**config.mk**
```make
export PLATFORM = sky130hd
export DESIGN_NAME = smeu_ctrl
export DESIGN_NICKNAME = d
export VERILOG_FILES = /design/src/rtl/smeu_pkg.sv /design/src/rtl/smeu_ctrl.sv
export VERILOG_INCLUDE_DIRS = /design/src /design/src/rtl
export SDC_FILE = /design/constraint.sdc
export NUM_CORES = 1
export LEC_CHECK = 0
export ABC_CLOCK_PERIOD_IN_PS = 5100
export BUFFER_PORTS_ARGS = -buffer_cell sky130_fd_sc_hd__clkbuf_2
export CAP_MARGIN = 15
export CELL_PAD_IN_SITES_DETAIL_PLACEMENT = 0
export CELL_PAD_IN_SITES_GLOBAL_PLACEMENT = 1
export CORE_MARGIN = 2
export CORE_UTILIZATION = 39
export CTS_CLUSTER_SIZE = 20
export DETAILED_ROUTE_END_ITERATION = 8
export GPL_TIMING_DRIVEN = 0
export PLACE_DENSITY_LB_ADDON = 0.1
export SKIP_LAST_GASP = 1
export SLEW_MARGIN = 20
export SYNTH_ARGS = -nofsm -noshare
export SYNTH_HDL_FRONTEND = slang
export SYNTH_SLANG_ARGS = --single-unit
```
**constraint.sdc**
```tcl
create_clock -name i_clk -period 5.1 [get_ports i_clk]
set_input_delay 1.02 -clock i_clk [delete_from_list [all_inputs] [get_ports i_clk]]
set_output_delay 1.02 -clock i_clk [all_outputs]
set_load 0.03 [all_outputs]
```
**src/rtl/stack_machine_execute_unit_defines.svh**
```systemverilog
// assertion macros shared by the execute unit rtl
// no dependencies; included by files that carry concurrent checks
`ifndef STACK_MACHINE_EXECUTE_UNIT_DEFINES_SVH
`define STACK_MACHINE_EXECUTE_UNIT_DEFINES_SVH

// same-cycle implication
`define SMEU_ASSERT_IMP(lbl, clk, rst_n, ante, cons, msg) \
    lbl: assert property (@(posedge clk) disable iff (!rst_n) (ante) |-> (cons)) \
        else $error(msg);

// next-cycle implication
`define SMEU_ASSERT_NXT(lbl, clk, rst_n, ante, cons, msg) \
    lbl: assert property (@(posedge clk) disable iff (!rst_n) (ante) |=> (cons)) \
        else $error(msg);

`endif

```
**src/rtl/smeu_pkg.sv**
```systemverilog
// shared constants, codes and controller/datapath interface types
// no dependencies
`timescale 1ns / 1ps

package smeu_pkg;

    localparam int DATA_DEPTH   = 64;
    localparam int CALL_DEPTH   = 16;
    localparam int AUX_BASE     = 16;
    localparam int AUX_WINDOW   = 8;
    localparam int AUX_DEPTH    = 256;
    localparam int GLOBAL_DEPTH = 256;

    localparam int DA_W = $clog2(DATA_DEPTH);
    localparam int DC_W = $clog2(DATA_DEPTH + 1);
    localparam int FA_W = $clog2(CALL_DEPTH);
    localparam int FC_W = $clog2(CALL_DEPTH + 1);
    localparam int AA_W = $clog2(AUX_DEPTH);
    localparam int AF_W = $clog2(AUX_DEPTH + 1);
    localparam int GA_W = $clog2(GLOBAL_DEPTH);
    localparam int K_W  = $clog2(((AUX_WINDOW > 3) ? AUX_WINDOW : 3) + 1);

    localparam int AUX_FRONT_RST = (AUX_BASE >= AUX_DEPTH) ? 0 : AUX_DEPTH - AUX_BASE;

    localparam int IN_TDATA_W  = 16;
    localparam int OUT_TDATA_W = 96;
    localparam int OUT_TUSER_W = 2;

    localparam logic [7:0] OP_TRAP = 8'h00;
    localparam logic [7:0] OP_EXIT = 8'h01;
    localparam logic [7:0] OP_PRN  = 8'h03;
    localparam logic [7:0] OP_PRC  = 8'h04;
    localparam logic [7:0] OP_NOP  = 8'h10;
    localparam logic [7:0] OP_ADD  = 8'h11;
    localparam logic [7:0] OP_SUB  = 8'h12;
    localparam logic [7:0] OP_MUL  = 8'h13;
    localparam logic [7:0] OP_DIV  = 8'h14;
    localparam logic [7:0] OP_MOD  = 8'h15;
    localparam logic [7:0] OP_SHL  = 8'h16;
    localparam logic [7:0] OP_SHR  = 8'h17;
    localparam logic [7:0] OP_SAR  = 8'h18;
    localparam logic [7:0] OP_AND  = 8'h19;
    localparam logic [7:0] OP_OR   = 8'h1A;
    localparam logic [7:0] OP_LNOT = 8'h20;
    localparam logic [7:0] OP_NOT  = 8'h21;
    localparam logic [7:0] OP_NEG  = 8'h22;
    localparam logic [7:0] OP_IMM  = 8'h40;
    localparam logic [7:0] OP_GLD  = 8'h43;
    localparam logic [7:0] OP_GST  = 8'h44;
    localparam logic [7:0] OP_GBI  = 8'h45;
    localparam logic [7:0] OP_AST  = 8'h46;
    localparam logic [7:0] OP_ALD  = 8'h47;
    localparam logic [7:0] OP_AMV  = 8'h48;
    localparam logic [7:0] OP_DUP  = 8'h60;
    localparam logic [7:0] OP_DUP2 = 8'h61;
    localparam logic [7:0] OP_ROT2 = 8'h62;
    localparam logic [7:0] OP_ROT3 = 8'h63;
    localparam logic [7:0] OP_DROP = 8'h64;
    localparam logic [7:0] OP_JMP  = 8'h70;
    localparam logic [7:0] OP_JNZ  = 8'h71;
    localparam logic [7:0] OP_CALL = 8'h72;
    localparam logic [7:0] OP_RET  = 8'h73;

    typedef enum logic [3:0] {
        ST_OK    = 4'd0,
        ST_EXIT  = 4'd1,
        ST_TRAP  = 4'd2,
        ST_BADOP = 4'd3,
        ST_UNDER = 4'd4,
        ST_OVER  = 4'd5,
        ST_DIVZ  = 4'd6,
        ST_CALL  = 4'd7,
        ST_INDEX = 4'd8
    } t_status;

    typedef enum logic [1:0] {
        KD_NONE = 2'd0,
        KD_DEC  = 2'd1,
        KD_CHAR = 2'd2,
        KD_EXIT = 2'd3
    } t_kind;

    typedef struct packed {
        logic [15:0] pc;
        logic [7:0]  chunk;
        logic [8:0]  base;
    } t_frame;

    typedef struct packed {
        logic           load;
        logic           chk;
        logic           rd_en;
        logic           rd_cap;
        logic           alu;
        logic           mdu_start;
        logic           mdu_cap;
        logic           wr_en;
        logic           clr_en;
        logic           commit;
        logic           out_load;
        logic [K_W-1:0] k;
    } t_cmd;

    typedef struct packed {
        logic       chk_fault;
        logic       alu_fault;
        logic       use_mdu;
        logic       mdu_done;
        logic       is_call;
        logic       out_free;
        logic [1:0] nrd;
        logic [1:0] nwr;
    } t_sts;

endpackage

```
**src/rtl/smeu_ctrl.sv**
```systemverilog
// controller state machine: sequences check, stack reads, alu, mdu, writes, clear, commit and
// result load; depends on smeu_pkg and the assertion macros
`timescale 1ns / 1ps
`include "stack_machine_execute_unit_defines.svh"

module smeu_ctrl (
    input  logic           i_clk,
    input  logic           i_rst_n,
    input  logic           i_in_valid,
    output logic           o_in_ready,
    input  smeu_pkg::t_sts i_sts,
    output smeu_pkg::t_cmd o_cmd
);
    import smeu_pkg::*;

    typedef enum logic [8:0] {
        S_IDLE = 9'b000000001,
        S_CHK  = 9'b000000010,
        S_RD   = 9'b000000100,
        S_ALU  = 9'b000001000,
        S_MDW  = 9'b000010000,
        S_WR   = 9'b000100000,
        S_CLR  = 9'b001000000,
        S_CMT  = 9'b010000000,
        S_FIN  = 9'b100000000
    } t_state;

    t_state         r_state;
    t_state         n_state;
    logic [K_W-1:0] r_k;
    logic [K_W-1:0] n_k;

    always_ff @(posedge i_clk) begin
        if (!i_rst_n) begin
            r_state <= S_IDLE;
            r_k     <= '0;
        end else begin
            r_state <= n_state;
            r_k     <= n_k;
        end
    end

    always_comb begin
        n_state = r_state;
        n_k     = r_k;
        o_cmd   = '0;
        o_cmd.k = r_k;
        case (r_state)
            S_IDLE: begin
                o_cmd.load = i_in_valid;
                if (i_in_valid) n_state = S_CHK;
            end
            S_CHK: begin
                o_cmd.chk = 1'b1;
                n_k       = '0;
                if (i_sts.chk_fault) n_state = S_CMT;
                else if (i_sts.nrd != 2'd0) n_state = S_RD;
                else n_state = S_ALU;
            end
            S_RD: begin
                o_cmd.rd_en  = (r_k < K_W'(i_sts.nrd));
                o_cmd.rd_cap = (r_k != '0);
                n_k          = r_k + K_W'(1);
                if (r_k == K_W'(i_sts.nrd)) begin
                    n_state = S_ALU;
                    n_k     = '0;
                end
            end
            S_ALU: begin
                o_cmd.alu = 1'b1;
                n_k       = '0;
                if (i_sts.alu_fault) begin
                    n_state = S_CMT;
                end else if (i_sts.use_mdu) begin
                    o_cmd.mdu_start = 1'b1;
                    n_state         = S_MDW;
                end else if (i_sts.nwr != 2'd0) begin
                    n_state = S_WR;
                end else if (i_sts.is_call) begin
                    n_state = S_CLR;
                end else begin
                    n_state = S_CMT;
                end
            end
            S_MDW: begin
                if (i_sts.mdu_done) begin
                    o_cmd.mdu_cap = 1'b1;
                    n_state       = S_WR;
                end
            end
            S_WR: begin
                o_cmd.wr_en = 1'b1;
                n_k         = r_k + K_W'(1);
                if (r_k == K_W'(i_sts.nwr) - K_W'(1)) n_state = S_CMT;
            end
            S_CLR: begin
                o_cmd.clr_en = 1'b1;
                n_k          = r_k + K_W'(1);
                if (r_k == K_W'(AUX_WINDOW - 1)) n_state = S_CMT;
            end
            S_CMT: begin
                o_cmd.commit = 1'b1;
                n_state      = S_FIN;
            end
            S_FIN: begin
                if (i_sts.out_free) begin
                    o_cmd.out_load = 1'b1;
                    n_state        = S_IDLE;
                end
            end
            default: n_state = S_IDLE;
        endcase
    end

    assign o_in_ready = (r_state == S_IDLE);

    `SMEU_ASSERT_IMP(a_done_in_wait, i_clk, i_rst_n, i_sts.mdu_done, r_state == S_MDW, "mdu result outside wait")
    `SMEU_ASSERT_NXT(a_commit_to_fin, i_clk, i_rst_n, r_state == S_CMT, r_state == S_FIN, "commit not followed by result")

endmodule

```
Word-level counts from Yosys, hierarchy flattened
Index checks and enable logic that the tools add are counted.
W data, S select, Z words.
- flip-flop bits (word level): 13
- input port bits: 13
- add/sub/neg operators: 2
- order comparisons: 1
- equality and inequality tests: 18
- muxes and demuxes: 28
- reductions and logical operators: 7
- operators by type and width (kind ; count):
    $mux W9 ; 10
    $pmux W9 S9 ; 1
    $ne A2 B2 Y1 const B ; 6
    $pmux W4 S3 ; 1
    $mux W1 ; 11
    $eq A9 B1 Y1 const B ; 1
    $eq A9 B2 Y1 const B ; 1
    $eq A9 B3 Y1 const B ; 1
    $eq A9 B4 Y1 const B ; 1
    $eq A9 B5 Y1 const B ; 1
    $eq A9 B6 Y1 const B ; 1
    $eq A9 B7 Y1 const B ; 1
    $eq A9 B8 Y1 const B ; 1
    $eq A9 B9 Y1 const B ; 1
    $mux W4 ; 2
    $mux W8 ; 1
    $reduce_and A6 Y1 ; 1
    $add A4 B1 Y4 const B ; 1
    $eq A4 B2 Y1 ; 1
    $eq A4 B3 Y1 const B ; 1
    $eq A4 B4 Y1 ; 1
    $lt A4 B2 Y1 ; 1
    $mux W2 ; 2
    $reduce_bool A2 Y1 ; 2
    4 further kinds ; 5

Logic depth before layout (Yosys ltp)
Gate-level depths: netlist of run 1.
- depth in word-level cells: 5
- mapped depth: 7
- mapped depth without buffers: 7

Least setup slack after synthesis of run 1
Ideal clock, no wire load.
- path kind: input to output
- from: input port i_sts[3] (netlist name)
- to: output port o_cmd[12] (netlist name)
- arrival time: 2.890 ns
- data required time: 4.080 ns
- slack: 1.190 ns
- stages on the path: 3
- buffers on the path: 0
- path through: inv_1 > ha_1 > a2111oi_0
- RTL lines (element ; line ; RTL):
    start, declared ; smeu_ctrl.sv:11 ; input smeu_pkg::t_sts i_sts,
    end, declared ; smeu_ctrl.sv:12 ; output smeu_pkg::t_cmd o_cmd

==> results of run 1 <==
==> cell families (layout without fill, tap and decap cells) <==
kind of cell    after synthesis  after routing
flops                        13             13
buf+inv                      20             52
fa+ha+maj                     6              6
simple gates                 57             57
mux                           1              1
compound gates               23             23
xor+xnor                      7              7
==> layer usage <==
layer	vias up	GRT usage, %	share of wire [%]
met2	24	27.2	46
met5	-	0	0
li1	531	-	-
met1	457	23.1	50
met3	2	2.33	3.9
met4	0	5.92	0.54
==> placed cells by master (no fill, tap or decap), types with 3 or more instances in the layout <==
master    count
a21oi_1       3
o21ai_0       3
clkbuf_2     28
ha_1          6
clkbuf_4      3
nand3_1       7
dfxtp_1      13
nand2_1       3
nor3b_1       3
xor2_1        4
nor3_2        3
buf_6         3
and3_1        4
a31oi_1       4
nor4b_1       3
o31ai_1       3
and2_1        4
inv_1        16
xnor2_1       3
nor2_1       12
==> power by group through the flow <==
stage	clock network, uW	logic, uW	registers [uW]
2_1_floorplan	0	79.5	117
3_3_place_gp	0	105	116
3_5_place_dp	0	107	117
4_1_cts	62.4	108	114
5_1_grt	70.0	117	115
6_report	60.2	108	114
==> state kept, by name, indices dropped and copies added (netlist names) <==
signal   count
r_state      9
r_k          4
==> synth_stat cells, types with 2 or more instances <==
library cell  number
a31oi_1            4
and2_1             4
nand3_1            7
a21oi_1            3
nand4_1            2
buf_6              3
o21ai_0            3
xnor2_1            3
xor2_1             4
and3_1             4
ha_1               6
o31ai_1            3
nor2_1            12
nand2_1            3
nor4_1             2
nor3_1             2
inv_1             16
nor4b_1            3
nor3_2             3
nor3b_1            3
dfxtp_1           13
==> how the worst max path moves through the flow <==
stage	startpoint	endpoint
final	r_state[1]$_SDFFE_PN0P_	o_cmd[12]
after global routing	r_state[3]$_SDFFE_PN0P_	o_cmd[12]
after CTS	r_state[1]$_SDFFE_PN0P_	o_cmd[12]
after detailed placement	i_sts[3]	o_cmd[12]
after global placement	i_sts[3]	o_cmd[12]
after floorplan	i_sts[3]	o_cmd[12]
==> tightest hold or removal path: cells and delay by family, from the launching register on <==
family,cells,cell delay (ns)
buffers and inverters,1,0.13
flip-flops,1,0.31
AO/OA/AOI/OAI,2,0.13
==> metrics by stage <==
stage                     instances  hold WS (ns)  total power [uW]  cell area, um^2
after global routing            189         0.651               302             1250
after floorplan                 127         0.557               197             1050
final                           189         0.618               282             1250
after CTS                       189         0.623               284             1250
after global placement          185         0.611               221             1220
after detailed placement        185         0.613               224             1220
==> cell type report <==
cell class	instances	area (um^2)
Buffer	4	38.8
Clock buffer	4	26.3
Fill cell	251	1250
Inverter	16	60.1
Multi-Input combinational cell	94	687
Sequential cell	13	260
Tap cell	30	37.5
Timing Repair Buffer	28	140
==> results_dict.tcl, run 1 <==
set metrics [dict create \
    layout-drive-gt1-share_pct 27.0 \
    dp_hpwl_mm 2.17 \
    status "finished clean" \
    reg2reg_to "r_state[3]$_SDFFE_PN0P_" \
    tns_ns 0 \
    rows 18 \
    slowest_delay_ns 0.44 \
    path_max_fanout 7 \
    grt_max_degree 10 \
    ys_ff_latch 13 \
    fmax_mhz 320 \
    grt.total_usage_pct 16.9 \
    intPower_uw 181 \
    finalWorstSetupSlack_ns 1.98 \
    port_buffers 28 \
    core_mm2 0.00250 \
    setup_viol 0 \
    p_sw_uw 101 \
    overflow 0 \
    critPathTopFamily "simple AND/OR/NAND/NOR gates" \
    synth.cell_area_mm2 0.00105 \
    antenna_found_initial 0 \
    yosysUniqueCellTypes 45 \
    cp.arrival_ns 2.10 \
    syn_inst 127 \
    syn_avg_cell_area_um2 8.24 \
    ys.flop_type "dfxtp_1" \
    cts_root_buf "clkbuf_4" \
    synth_edf_count 0 \
    cp_num_buf_inv 1 \
    crit_cells 4 \
    wire_per_inst_um 13.8 \
    p_leak_uw 0.000596 \
    r2r_start "r_k[0]$_SDFFE_PN0P_" \
    regToRegSetupSlack_ns 3.05 \
    syn_nets 146 \
    cp_slowest_cell "a2111oi_0" \
    synth-xor-area-share_pct 5.86 \
    wirelength_mm 2.62 \
    cts_sinks 13 \
    cts_tree "yes" \
    antenna_left 0 \
    cts_setup_buffers 0 \
    p_per_area_mw_per_mm2 226 \
    cts.clk_slew.worst_paths_ns 0.07 \
    yosysTopAreaCell "dfxtp_1" \
    synth_top_area_share_pct 24.9 \
    finalHoldViolCount 0 \
    swShare_pct 35.7 \
    muxShareOfSynthArea_pct 0.957 \
    peakVddDrop_mv 0.143 \
    ios 29 \
    cts_resized 0 \
    grt_pass1_wl_mm 4.17 \
    drcViolationCount 0 \
    die_w_um 55.8 \
    cts_buffer_depth 2 \
    worstHoldStart "r_state[2]$_SDFFE_PN0P_" \
    crit_path_cell_trace "nor4_1, nand4_1, a2111oi_0, clkbuf_2" \
    cts_buffers 3 \
    first_iter_violations 20 \
    cp-end-kind "primary output" \
    async_flop_share_pct 0 \
    period_needed_ns 3.12 \
    synth_compound_area_share_pct 15.6 \
    p_seq_share_pct 40.5 \
    area_growth_pct 19.5 \
    start_kind "flip-flop" \
    reg2reg_depth 7 \
    firstDrtPassIters 4 \
    synth_top_family_by_area "simple AND/OR/NAND/NOR gates" \
    via_count 1014 \
    fin_crit_sh_pct 61.3 \
    yosys.area_share.simple_pct 36.1 \
    min_to "r_state[2]$_SDFFE_PN0P_" \
    worst_slew_pin_slew_ns 0.415 \
    pwr-share-comb_pct 38.2 \
    die_h_um 55.8 \
    final_util_pct 50.0 \
    crit_type "reg2out" \
    netlist_top_cells_area "dfxtp_1, ha_1, inv_1" \
    die_area_mm2 0.00311 \
    pre_cts_ws_ns 1.99 \
    start_util_pct 41.8 \
    rsz0062_at_grt "no" \
    slew-limit-headroom_pct 72.2 \
    yosysSeqAreaShare_pct 24.9 \
    nets 179 \
    maxCapViolations 0 \
    diodes 0 \
    place_congestion 0.792 \
    clock_power_share_pct 21.3 \
    cp.required_ns 4.08 \
    min_delay_path_depth 3 \
    vias_per_cell 5.37 \
    hold_buffers 0 \
    synth_fa_ha_area_share_pct 7.18 \
    grt_pass1_vias 910 \
    slew_viol_final 0 \
    hold_path_class "reg2reg" \
    clk_latency_ns 0.27 \
    yosysWarnings 0 \
    htreeDepth 1 \
    clock_skew_ns 0.00166 \
]
Power figures use the tool's default switching activity.
==> inputs of run 2 (changes only) <==
- ABC_CLOCK_PERIOD_IN_PS: 5100 -> 3100
- CORE_UTILIZATION: 39 -> 37
- clock period: 5.1 -> 3.1 ns (I/O delays scaled with it)
==> results_dict.tcl, run 2 (synthesis gave the netlist of run 1 again) <==
set metrics [dict create \
    grt_pass1_wl_mm 4.42 \
    pwr-share-comb_pct 37.6 \
    final_util_pct 46.2 \
    firstDrtPassIters 4 \
    rows 19 \
    slew-limit-headroom_pct 73.1 \
    cts_tree "yes" \
    timing.hold.ws_ns 0.623 \
    wire_per_inst_um 14.4 \
    grt_pass1_vias 918 \
    rsz0062_at_grt "no" \
    grt_max_degree 10 \
    fmax_mhz 366 \
    top_regs "r_state (9), r_k (4)" \
    cts_buffer_depth 2 \
    dp_hpwl_mm 2.15 \
    swShare_pct 37.1 \
    maxCapViolations 0 \
    pre_cts_ws_ns 0.691 \
    cp.required_ns 2.48 \
    p_leak_uw 0.000596 \
    die_area_mm2 0.00327 \
    clk_latency_ns 0.28 \
    cts_buffers 3 \
    antenna_found_initial 0 \
    cp_slowest_cell "a2111oi_1" \
    start_util_pct 38.6 \
    die_h_um 57.2 \
    nets 179 \
    crit_path_cell_trace "nor4_1, nand4_1, a2111oi_1, clkbuf_2" \
    grt.total_usage_pct 17.8 \
    die_w_um 57.2 \
    intPower_uw 299 \
    cp-end-kind "primary output" \
    start_kind "flip-flop" \
    cp.arrival_ns 2.11 \
    htreeDepth 1 \
    stdcell_area_mm2 0.00125 \
    fin_crit_sh_pct 88.2 \
    finalWorstSetupSlack_ns 0.366 \
    p_seq_share_pct 39.5 \
    tns_ns 0 \
    status "finished clean" \
    clock_skew_ns 0.00180 \
    clock_power_share_pct 22.9 \
    crit_type "reg2out" \
    peakVddDrop_mv 0.265 \
    finalHoldViolCount 0 \
    cts_sinks 13 \
    hold_path_class "in2reg" \
    antenna_left 0 \
    cts_setup_buffers 0 \
    hold_buffers 0 \
    dpl-instance-area_mm2 0.00123 \
    cts_root_buf "clkbuf_4" \
    core_mm2 0.00271 \
    slew_viol_final 0 \
    n_fill_cell 293 \
    setup_viol 0 \
    worst_slew_pin_slew_ns 0.401 \
    place_congestion 0.829 \
    wirelength_mm 2.74 \
    area_growth_pct 19.7 \
    largest_reg_flops 9 \
    cts_resized 0 \
    layout_common_cells "clkbuf_2, inv_1, dfxtp_1" \
    first_iter_violations 28 \
    overflow 0 \
    p_sw_uw 176 \
    port_buffers 28 \
    slowest_delay_ns 0.44 \
    drcViolationCount 0 \
    final_common_cell "clkbuf_2" \
    layout-drive-gt1-share_pct 27.0 \
    path_max_fanout 7 \
    period_needed_ns 2.73 \
    ios 29 \
    p_per_area_mw_per_mm2 379 \
    vias_per_cell 5.65 \
    diodes 0 \
    top_register "r_state" \
    cts.clk_slew.worst_paths_ns 0.08 \
    via_count 1073 \
]
run 2: worst max-delay path, delay by kind of cell (launching register included):
kind / cells / cell delay [ns]
AO/OA/AOI/OAI: 1 / 0.44
buffers and inverters: 1 / 0.27
flip-flops: 1 / 0.38
AND/OR/NAND/NOR: 2 / 0.74
run 2: power groups by stage:
stage	Clock, uW	Sequential, uW	Combinational (uW)
2_1_floorplan	0	192	131
3_3_place_gp	0	191	175
3_5_place_dp	0	191	178
4_1_cts	112	187	179
5_1_grt	126	189	195
6_report	109	187	179
run 2: path summary, 6_finish.rpt:
| path | start | cells after the start | to | slack [ns] |
|---|---|---|---|---|
| max | r_state[1]$_SDFFE_PN0P_ | 4 | o_cmd[12] | 0.37 |
| min | i_sts[7] | 3 | r_state[4]$_SDFFE_PN0P_ | 0.62 |
| max reg2reg | r_k[0]$_SDFFE_PN0P_ | 7 | r_state[7]$_SDFFE_PN0P_ | 1.02 |
| min reg2reg | r_k[3]$_SDFFE_PN0P_ | 2 | r_k[3]$_SDFFE_PN0P_ | 0.63 |
run 2: cell type report:
| class | instances | area [um^2] | share of cell area [%] |
|---|---|---|---|
| Sequential cell | 13 | 260 | 20.8 |
| Inverter | 16 | 60.1 | 4.80 |
| Buffer | 4 | 38.8 | 3.10 |
| Tap cell | 31 | 38.8 | 3.10 |
| Clock buffer | 4 | 26.3 | 2.10 |
| Timing Repair Buffer | 28 | 140 | 11.2 |
| Multi-Input combinational cell | 94 | 688 | 54.9 |
run 2: through the flow:
stage,instances,total power [uW]
after floorplan,127,323
after global placement,186,366
after detailed placement,186,369
after CTS,190,479
after global routing,190,510
final,190,475
run 2: layer usage:
| metal | vias up | GRT usage (%) | wire, um |
|---|---|---|---|
| met5 | - | 0 | 0 |
| met1 | 508 | 23.6 | 1290 |
| met3 | 4 | 4.08 | 125 |
| met2 | 34 | 28.1 | 1290 |
| met4 | 0 | 6.98 | 27 |
| li1 | 527 | - | - |
